**config.mk**
```make
export PLATFORM = sky130hd
export DESIGN_NAME = lfu_cache_table_top
export DESIGN_NICKNAME = d
export VERILOG_FILES = /design/src/rtl/lct_pkg.sv /design/src/rtl/lct_cell.sv /design/src/rtl/lfu_cache_table_top.sv
export SDC_FILE = /design/constraint.sdc
export NUM_CORES = 2
export LEC_CHECK = 0
export BUFFER_PORTS_ARGS = -buffer_cell sky130_fd_sc_hd__buf_2
export CORE_UTILIZATION = 60
export DETAILED_ROUTE_END_ITERATION = 8
export PLACE_DENSITY = 0.79
export SLEW_MARGIN = 5
export SYNTH_ARGS = -nofsm -noshare
export SYNTH_HDL_FRONTEND = slang
export SYNTH_SLANG_ARGS = --single-unit
```
**constraint.sdc**
```tcl
create_clock -name clk -period 4.8 [get_ports clk]
set_input_delay 0.48 -clock clk [delete_from_list [all_inputs] [get_ports clk]]
set_output_delay 0.48 -clock clk [all_outputs]
set_load 0.01 [all_outputs]
```
**src/rtl/lct_pkg.sv**
```systemverilog
// lct_pkg: shared widths, codes and the structs that pass between the
// cache cells and the controller of the LFU cache table.
// No dependencies.
package lct_pkg;

  localparam int KEY_W   = 32;
  localparam int DATA_W  = 32;
  localparam int COUNT_W = 16;
  localparam int CAP_W   = 5;
  // index and age fields cover the largest table (256 entries)
  localparam int IDX_W   = 8;
  localparam int AGE_W   = 8;

  localparam logic [COUNT_W-1:0] COUNT_MAX = 16'hFFFF;
  localparam logic [CAP_W-1:0]   CAP_RESET = 5'd16;

  localparam logic FUNC_GET = 1'b0;
  localparam logic FUNC_PUT = 1'b1;

  typedef enum logic [1:0] {
    ST_IDLE,
    ST_SCAN,
    ST_COMMIT
  } ctrl_state_t;

  typedef enum logic [1:0] {
    OP_NONE,
    OP_TOUCH,
    OP_FILL
  } cmd_op_t;

  // record that travels down the row of cells, one cell per cycle
  typedef struct packed {
    logic               tok;
    logic               hit;
    logic [IDX_W-1:0]   hit_idx;
    logic [AGE_W-1:0]   hit_age;
    logic [DATA_W-1:0]  hit_data;
    logic               vic_ok;
    logic [IDX_W-1:0]   vic_idx;
    logic [COUNT_W-1:0] vic_cnt;
    logic [AGE_W-1:0]   vic_age;
    logic               free_ok;
    logic [IDX_W-1:0]   free_idx;
  } scan_t;

  // update broadcast to every cell at commit
  typedef struct packed {
    cmd_op_t           op;
    logic              put;
    logic [IDX_W-1:0]  idx;
    logic              evict;
    logic [IDX_W-1:0]  vic_idx;
    logic [AGE_W-1:0]  ref_age;
    logic [DATA_W-1:0] data;
  } cmd_t;

endpackage

```
**src/rtl/lct_cell.sv**
```systemverilog
// lct_cell: one cache entry (key, data, use count, recency age) plus one
// stage of the scan record that runs down the row. Depends on lct_pkg.
module lct_cell #(
  parameter int IDX = 0
) (
  input  logic                      clk,
  input  logic                      rst,
  input  logic [lct_pkg::KEY_W-1:0] probe_key,
  input  lct_pkg::scan_t            scan_in,
  output lct_pkg::scan_t            scan_out,
  input  lct_pkg::cmd_t             cmd,
  output logic                      live
);
  import lct_pkg::*;

  localparam logic [IDX_W-1:0] MY_IDX = IDX_W'(IDX);

  logic               valid;
  logic [KEY_W-1:0]   ent_key;
  logic [DATA_W-1:0]  ent_data;
  logic [COUNT_W-1:0] count;
  logic [AGE_W-1:0]   age;
  scan_t              scan_next;

  assign live = valid;

  // fold this entry into the passing record
  always_comb begin
    scan_next = scan_in;
    if (!scan_in.hit && valid && ent_key == probe_key) begin
      scan_next.hit      = 1'b1;
      scan_next.hit_idx  = MY_IDX;
      scan_next.hit_age  = age;
      scan_next.hit_data = ent_data;
    end
    // lowest count wins, oldest among equal counts
    if (valid && (!scan_in.vic_ok || count < scan_in.vic_cnt ||
                  (count == scan_in.vic_cnt && age > scan_in.vic_age))) begin
      scan_next.vic_ok  = 1'b1;
      scan_next.vic_idx = MY_IDX;
      scan_next.vic_cnt = count;
      scan_next.vic_age = age;
    end
    if (!scan_in.free_ok && !valid) begin
      scan_next.free_ok  = 1'b1;
      scan_next.free_idx = MY_IDX;
    end
    // token is control and clears on reset; the rest is payload
    if (rst) begin
      scan_next.tok = 1'b0;
    end
  end

  // scan stage register
  always_ff @(posedge clk) begin
    scan_out <= scan_next;
  end

  // entry update on commit
  always_ff @(posedge clk) begin
    if (rst) begin
      valid <= 1'b0;
    end else begin
      case (cmd.op)
        OP_TOUCH: begin
          if (cmd.idx == MY_IDX) begin
            age <= '0;
            if (count != COUNT_MAX) begin
              count <= count + COUNT_W'(1);
            end
            if (cmd.put) begin
              ent_data <= cmd.data;
            end
          end else if (valid && age < cmd.ref_age) begin
            age <= age + AGE_W'(1);
          end
        end
        OP_FILL: begin
          if (cmd.idx == MY_IDX) begin
            valid    <= 1'b1;
            ent_key  <= probe_key;
            ent_data <= cmd.data;
            count    <= COUNT_W'(1);
            age      <= '0;
          end else if (cmd.evict && cmd.vic_idx == MY_IDX) begin
            valid <= 1'b0;
          end else if (valid && !(cmd.evict && age > cmd.ref_age)) begin
            // older than the victim: eviction and insert cancel out
            age <= age + AGE_W'(1);
          end
        end
        default: begin
        end
      endcase
    end
  end

  // a touched entry is made the newest (age zero) and stays valid
  a_touch_age: assert property (@(posedge clk) disable iff (rst)
    (cmd.op == OP_TOUCH && cmd.idx == MY_IDX) |=> (age == '0 && valid))
    else $error("touched entry not made newest");

  a_fill_valid: assert property (@(posedge clk) disable iff (rst)
    (cmd.op == OP_FILL && cmd.idx == MY_IDX) |=> (valid && ent_key == $past(probe_key)))
    else $error("filled entry not stored");

  a_tok_once: assert property (@(posedge clk) disable iff (rst)
    scan_out.tok |=> !scan_out.tok)
    else $error("scan token held for two cycles");

endmodule

```
**src/rtl/lfu_cache_table_top.sv**
```systemverilog
// lfu_cache_table_top: LFU key-value cache with LRU tie-break, built as a
// row of lct_cell entries with a scan record passing down the row.
// Depends on lct_pkg and lct_cell.
//
//   channel   handshake             payload
//   -------   -------------------   ----------------------------------
//   input     in_valid / in_stall   func, key, value
//   output    out_valid / out_stall hit, read_value
//   config    cfg_we                cfg_wdata (capacity_in_use)
//
// An item runs from accept through the start register and the row to commit;
// a new word is accepted only in idle, once the last item has committed.
// The scan record moves one cell per cycle down the row of ENTRIES cells.
// Reset (rst, synchronous) empties the table and sets capacity to 16.
// The result register lets the next word be accepted while a result waits;
// a finished item holds in commit until the result register is free.
module lfu_cache_table_top #(
  parameter int ENTRIES = 16
) (
  input  logic                       clk,
  input  logic                       rst,
  input  logic                       in_valid,
  output logic                       in_stall,
  input  logic                       func,
  input  logic signed [31:0]         key,
  input  logic signed [31:0]         value,
  output logic                       out_valid,
  input  logic                       out_stall,
  output logic                       hit,
  output logic signed [31:0]         read_value,
  input  logic                       cfg_we,
  input  logic [lct_pkg::CAP_W-1:0]  cfg_wdata
);
  import lct_pkg::*;

  localparam int UW   = $clog2(ENTRIES + 1);
  localparam int CMPW = (UW > CAP_W) ? UW : CAP_W;

  ctrl_state_t        state;
  ctrl_state_t        state_next;
  logic [CAP_W-1:0]   capacity;
  logic [UW-1:0]      entries_used;
  logic [UW-1:0]      entries_used_next;
  logic               func_q;
  logic [KEY_W-1:0]   key_q;
  logic [DATA_W-1:0]  value_q;
  logic               start;
  scan_t              rec;
  scan_t              seed;
  scan_t              chain [ENTRIES+1];
  cmd_t               cmd;
  logic [ENTRIES-1:0] live;
  logic               accept;
  logic               commit_go;
  logic               disabled;
  logic               full;
  logic               evict;
  logic               do_fill;
  logic [IDX_W-1:0]   slot;
  logic [CMPW-1:0]    used_w;

  // configuration register
  always_ff @(posedge clk) begin
    if (rst) begin
      capacity <= CAP_RESET;
    end else if (cfg_we) begin
      capacity <= cfg_wdata;
    end
  end

  // held input word and scan launch
  assign accept = in_valid && !in_stall;

  always_ff @(posedge clk) begin
    if (accept) begin
      func_q  <= func;
      key_q   <= key;
      value_q <= value;
    end
  end

  always_ff @(posedge clk) begin
    if (rst) begin
      start <= 1'b0;
    end else begin
      start <= accept;
    end
  end

  always_comb begin
    seed     = '0;
    seed.tok = start;
  end

  // row of cells
  assign chain[0] = seed;

  for (genvar i = 0; i < ENTRIES; i++) begin : g_cell
    lct_cell #(
      .IDX     (i)
    ) u_cell (
      .clk       (clk),
      .rst       (rst),
      .probe_key (key_q),
      .scan_in   (chain[i]),
      .scan_out  (chain[i+1]),
      .cmd       (cmd),
      .live      (live[i])
    );
  end

  // finished record from the end of the row
  always_ff @(posedge clk) begin
    if (state == ST_SCAN && chain[ENTRIES].tok) begin
      rec <= chain[ENTRIES];
    end
  end

  // control: state register
  always_ff @(posedge clk) begin
    if (rst) begin
      state <= ST_IDLE;
    end else begin
      state <= state_next;
    end
  end

  // control: next state, stall, commit
  always_comb begin
    state_next = state;
    in_stall   = 1'b1;
    commit_go  = 1'b0;
    case (state)
      ST_IDLE: begin
        in_stall = 1'b0;
        if (in_valid) begin
          state_next = ST_SCAN;
        end
      end
      ST_SCAN: begin
        if (chain[ENTRIES].tok) begin
          state_next = ST_COMMIT;
        end
      end
      ST_COMMIT: begin
        if (!out_valid || !out_stall) begin
          commit_go  = 1'b1;
          state_next = ST_IDLE;
        end
      end
      default: begin
        state_next = ST_IDLE;
      end
    endcase
  end

  // commit decision from the record
  assign used_w   = CMPW'(entries_used);
  assign disabled = (capacity == '0);
  assign full     = (used_w >= CMPW'(capacity)) || (used_w >= CMPW'(ENTRIES));
  assign evict    = full && rec.vic_ok;
  assign do_fill  = !disabled && !rec.hit && func_q == FUNC_PUT && (evict || rec.free_ok);

  // first empty slot once the victim is gone
  always_comb begin
    if (evict && !(rec.free_ok && rec.free_idx < rec.vic_idx)) begin
      slot = rec.vic_idx;
    end else begin
      slot = rec.free_idx;
    end
  end

  always_comb begin
    cmd         = '0;
    cmd.op      = OP_NONE;
    cmd.put     = (func_q == FUNC_PUT);
    cmd.data    = value_q;
    cmd.vic_idx = rec.vic_idx;
    cmd.evict   = evict;
    cmd.idx     = rec.hit ? rec.hit_idx : slot;
    cmd.ref_age = rec.hit ? rec.hit_age : rec.vic_age;
    if (commit_go && !disabled && rec.hit) begin
      cmd.op = OP_TOUCH;
    end else if (commit_go && do_fill) begin
      cmd.op = OP_FILL;
    end
  end

  // occupancy: an insert after an eviction leaves it unchanged
  always_comb begin
    entries_used_next = entries_used;
    if (commit_go && do_fill && !evict) begin
      entries_used_next = entries_used + UW'(1);
    end
  end

  always_ff @(posedge clk) begin
    if (rst) begin
      entries_used <= '0;
    end else begin
      entries_used <= entries_used_next;
    end
  end

  // result register
  always_ff @(posedge clk) begin
    if (commit_go) begin
      hit        <= !disabled && rec.hit;
      read_value <= (!disabled && rec.hit && func_q == FUNC_GET) ? rec.hit_data : '0;
    end
  end

  always_ff @(posedge clk) begin
    if (rst) begin
      out_valid <= 1'b0;
    end else if (commit_go) begin
      out_valid <= 1'b1;
    end else if (!out_stall) begin
      out_valid <= 1'b0;
    end
  end

  a_used_match: assert property (@(posedge clk) disable iff (rst)
    32'(entries_used) == $countones(live))
    else $error("occupancy count out of step with valid entries");

  a_tail_in_scan: assert property (@(posedge clk) disable iff (rst)
    chain[ENTRIES].tok |-> state == ST_SCAN)
    else $error("scan record finished outside scan");

  a_hit_no_grow: assert property (@(posedge clk) disable iff (rst)
    (commit_go && rec.hit) |=> $stable(entries_used))
    else $error("hit changed occupancy");

  a_pending_kept: assert property (@(posedge clk) disable iff (rst)
    (state == ST_COMMIT && out_valid && out_stall) |=> (out_valid && $stable(read_value)))
    else $error("pending result overwritten");

endmodule

```
==> flow_metrics.env <==
export IMPL_status="finished clean"
export IMPL_hold_depth=3
export IMPL_cts_tree="built"
export IMPL_cts_num_sinks=2818
export IMPL_start_util_pct=60.33
export IMPL_rsz0062_at_grt="false"
export IMPL_r2r_slack_ps=640
export IMPL_grt_max_degree=85
export IMPL_max_stage_delay_ps=730
export IMPL_r2r_end="g_cell[9].u_cell.ent_data[10]"
export IMPL_power_leakage_nw=47.15
export IMPL_drtIter0Drc=5567
export IMPL_finish_utilization_pct=67.96
export IMPL_core_area_um2=187600
export IMPL_critical_path_endpoint_type="register"
export IMPL_path_cells="inv_1 > ha_1 > a21oi_1 > o21ai_1 > a21oi_2 > buf_4 > o21ai_2 > a22oi_4 > nand4_2 > nor2_4 > buf_4"
export IMPL_yosysWarnings=0
export IMPL_dpl_hpwl_um=165900
export IMPL_io_buffers=109
export IMPL_worst_path_max_fanout=16
export IMPL_critPathLaunchType="register"
export IMPL_finalSetupViolCount=0
export IMPL_antenna_found_initial=10
export IMPL_maxCapViolations=0
export IMPL_viasPerCell=5.801
export IMPL_skew_ps=82.01
export IMPL_slew_viol_final=0
export IMPL_antenna_left=0
export IMPL_reg2regPathDepth=11
export IMPL_synth_top_flop_cell="edfxtp_1"
export IMPL_vias=65500
export IMPL_crit_arrival_ps=4780
export IMPL_worstSetupPathType="reg2reg"
export IMPL_max_freq_ghz=0.2403
export IMPL_syn_nets=8745
export IMPL_cts_repair_resized=0
export IMPL_peakVddDrop_uv=430.6
export IMPL_setup_slack_ps=639.0
export IMPL_fin_nets=9181
export IMPL_hold_violations=0
export IMPL_die_w_um=436.3
export IMPL_period_needed_ps=4161
export IMPL_cpMostUsedCell="buf_4"
export IMPL_cp_slowest_cell="nor2_4"
export IMPL_dieArea_um2=190400
export IMPL_max_slew_margin_pct=17.86
export IMPL_grt_pass1_vias=67290
export IMPL_synth_cell_types=85
export IMPL_grt_pass1_wl_um=398300
export IMPL_overflow=0
export IMPL_ioPinCount=110
export IMPL_cts_made_buffers=290
export IMPL_syn_inst=8141
export IMPL_syn_area_per_cell_um2=13.90
export IMPL_cts_setup_buffers=0
export IMPL_powerDensity_nw_per_um2=374.9
export IMPL_synth_seq_cells=2818
export IMPL_cts_buffer_depth=4
export IMPL_synth_edf_count=1569
export IMPL_rr_startpoint="capacity[2]"
export IMPL_drive_gt1_share_pct=21.45
export IMPL_finalSetupTns_ps=0
export IMPL_gp_congestion=0.8876
export IMPL_hold_class="in2reg"
export IMPL_synthesis_area_um2=113200
export IMPL_track_usage_pct=27.23
export IMPL_routed_wl_um=261500
export IMPL_worstSkewPairLatency_ps=950
export IMPL_cts_root_buffer_cell="clkbuf_16"
export IMPL_ys_async_sr_fraction_pct=0
export IMPL_ys_seq_area_share_pct=63.72
export IMPL_crit_required_ps=5420
export IMPL_clk_pin_slew_ps=70
export IMPL_drc=0
export IMPL_avgRoutedWirePerCell_um=23.16
export IMPL_pre_cts_slack_ps=695.9
export IMPL_whs_endpoint="capacity[4]"
export IMPL_n_fill_cell=12420
export IMPL_worstMarginPinSlew_ps=1228
export IMPL_die_height_um=436.3
export IMPL_area_delta_synth_final_pct=12.66
export IMPL_htreeDepth=5
export IMPL_hp_start="rst"
export IMPL_rows=159
export IMPL_fin_crit_sh_pct=86.69
export IMPL_drt_first_pass_iters=8
==> metal layers <==
layer	vias up	share of wire (%)	wire (µm)	track usage (%)
met5	-	0	0	0
met4	0	3.7	9671	10.36
met3	542	6.4	16840	3.607
met2	2316	48	126800	45.53
met1	32650	41	108200	36.23
li1	29990	-	-	-
==> sequential cells by signal, indices dropped and copies added (netlist names), 2 cells and up <==
register,flops
g_cell.u_cell.ent_data,512
read_value,32
value_q,32
state,2
g_cell.u_cell.live,16
capacity,5
rec,59
g_cell.u_cell.scan_out,1219
g_cell.u_cell.count,256
cmd,4
g_cell.u_cell.ent_key,512
g_cell.u_cell.age,128
entries_used,5
key_q,32
==> layout make-up <==
cell class	count	area, µm²	share of cell area, %
Multi-Input combinational cell	4679	38660	30.32
Sequential cell	2818	72120	56.56
Antenna cell	2	5.005	0.003925
Clock inverter	90	658.1	0.5162
Clock buffer	418	8449	6.627
Timing Repair Buffer	372	2923	2.292
Inverter	416	1562	1.225
Tap cell	2495	3122	2.448
==> logic make-up after synthesis <==
family	count (synthesis)	share of synthesized area [%]
XOR/XNOR	819	6.338
flip-flops	2818	63.72
AND/OR/NAND/NOR	1829	8.985
multiplexers	957	9.496
adder cells (fa/ha/maj)	529	5.848
buffers and inverters	644	2.457
AO/OA/AOI/OAI	545	3.153
==> synthesized netlist by cell type, types with 6 or more instances <==
library cell,n,area [µm²]
nand2b_1,62,387.9
nor4_1,96,600.6
nor2_1,503,1888
or2_2,103,644.4
xnor2_1,284,2487
and2_1,144,900.9
buf_2,134,670.6
ha_1,529,6619
inv_1,416,1562
nand4_4,11,234.0
clkbuf_1,42,157.7
a21o_1,88,660.6
a2111oi_0,10,87.58
nor3_1,40,200.2
nand3_1,211,1056
xor2_1,535,4686
a31oi_1,7,43.79
o211ai_1,15,112.6
nand2_1,168,630.6
nor3_2,8,80.08
a21oi_1,145,725.7
o21a_1,32,240.2
buf_6,9,101.4
o31ai_1,6,45.04
or3_1,29,181.4
o21ai_0,157,785.8
o22ai_1,16,100.1
nand4b_1,8,70.07
and4_1,10,87.58
nor4_4,24,510.5
and3_1,85,531.8
mux2_2,922,10380
mux2_1,11,123.9
mux2i_1,24,240.2
nand4_1,187,1170
edfxtp_1,1569,47120
nor2b_1,112,700.7
buf_1,11,41.29
dfxtp_1,1249,25000
buf_4,31,232.7
==> repair_timing <==
| action | in CTS | in global routing |
|---|---|---|
| endpoints found under the setup margin | 0 | 0 |
| endpoints found under the hold margin | 72 | 0 |
| hold buffers | 71 | 0 |
==> layout by cell type, fill, tap and decap left out, types with 16 or more instances in the layout <==
cell type,n
nor2b_1,112
nand4_1,187
a21oi_1,145
clkinv_1,18
xor2_1,535
clkinv_2,49
a21o_1,88
and2_1,144
clkbuf_16,307
nor2_4,27
and3_1,85
mux2i_1,17
dlygate4sd3_1,71
or3_1,29
nor4_1,95
mux2_2,922
nand2b_1,62
nand2_1,167
inv_1,415
buf_4,174
o21a_1,31
clkbuf_8,35
buf_2,109
nand3_1,211
nor3_1,35
nor4_4,24
dfxtp_1,1249
buf_12,18
ha_1,529
clkbuf_1,76
o21ai_0,156
edfxtp_1,1569
or2_2,103
o22ai_1,16
nor2_1,466
xnor2_1,284
==> critical path, delay by kind of cell (launching register included) <==
kind,cells,cell delay [ps]
buffers and inverters,3,620
and+or+nand+nor,2,1220
adders and majority gates,1,310
AOI/OAI and AO/OA,5,1360
DFF,1,350
==> per-stage QoR <==
step	power (W)	instances	instance area [µm²]	hold WS, ps
after floorplan	0.02631	8141	113200	377.6
after global placement	0.02659	10710	117700	382.2
after detailed placement	0.02661	10710	117700	388.7
after CTS	0.04802	11290	127500	7.139
after global routing	0.04900	11290	127500	51.44
final	0.04780	11290	127500	48.84
==> worst max-delay path by stage <==
stage	end	cells past startpoint	start	slack (ps)
5_1_grt	g_cell[9].u_cell.ent_data[12]	11	capacity[2]	490
4_1_cts	g_cell[9].u_cell.ent_data[21]	11	capacity[2]	730
6_report	g_cell[9].u_cell.ent_data[10]	11	capacity[2]	640
3_5_place_dp	g_cell[9].u_cell.ent_data[24]	11	capacity[2]	700
2_1_floorplan	g_cell[15].u_cell.ent_data[0]	10	cmd[42]	650
3_3_place_gp	g_cell[9].u_cell.ent_data[26]	11	capacity[2]	710
==> report_power, final <==
group	total, W	switching [W]	internal [W]
Sequential	0.0256	0.000148	0.0254
Clock	0.0217	0.00906	0.0126
Combinational	0.000592	0.000358	0.000234
Power figures use the tool's default switching activity.
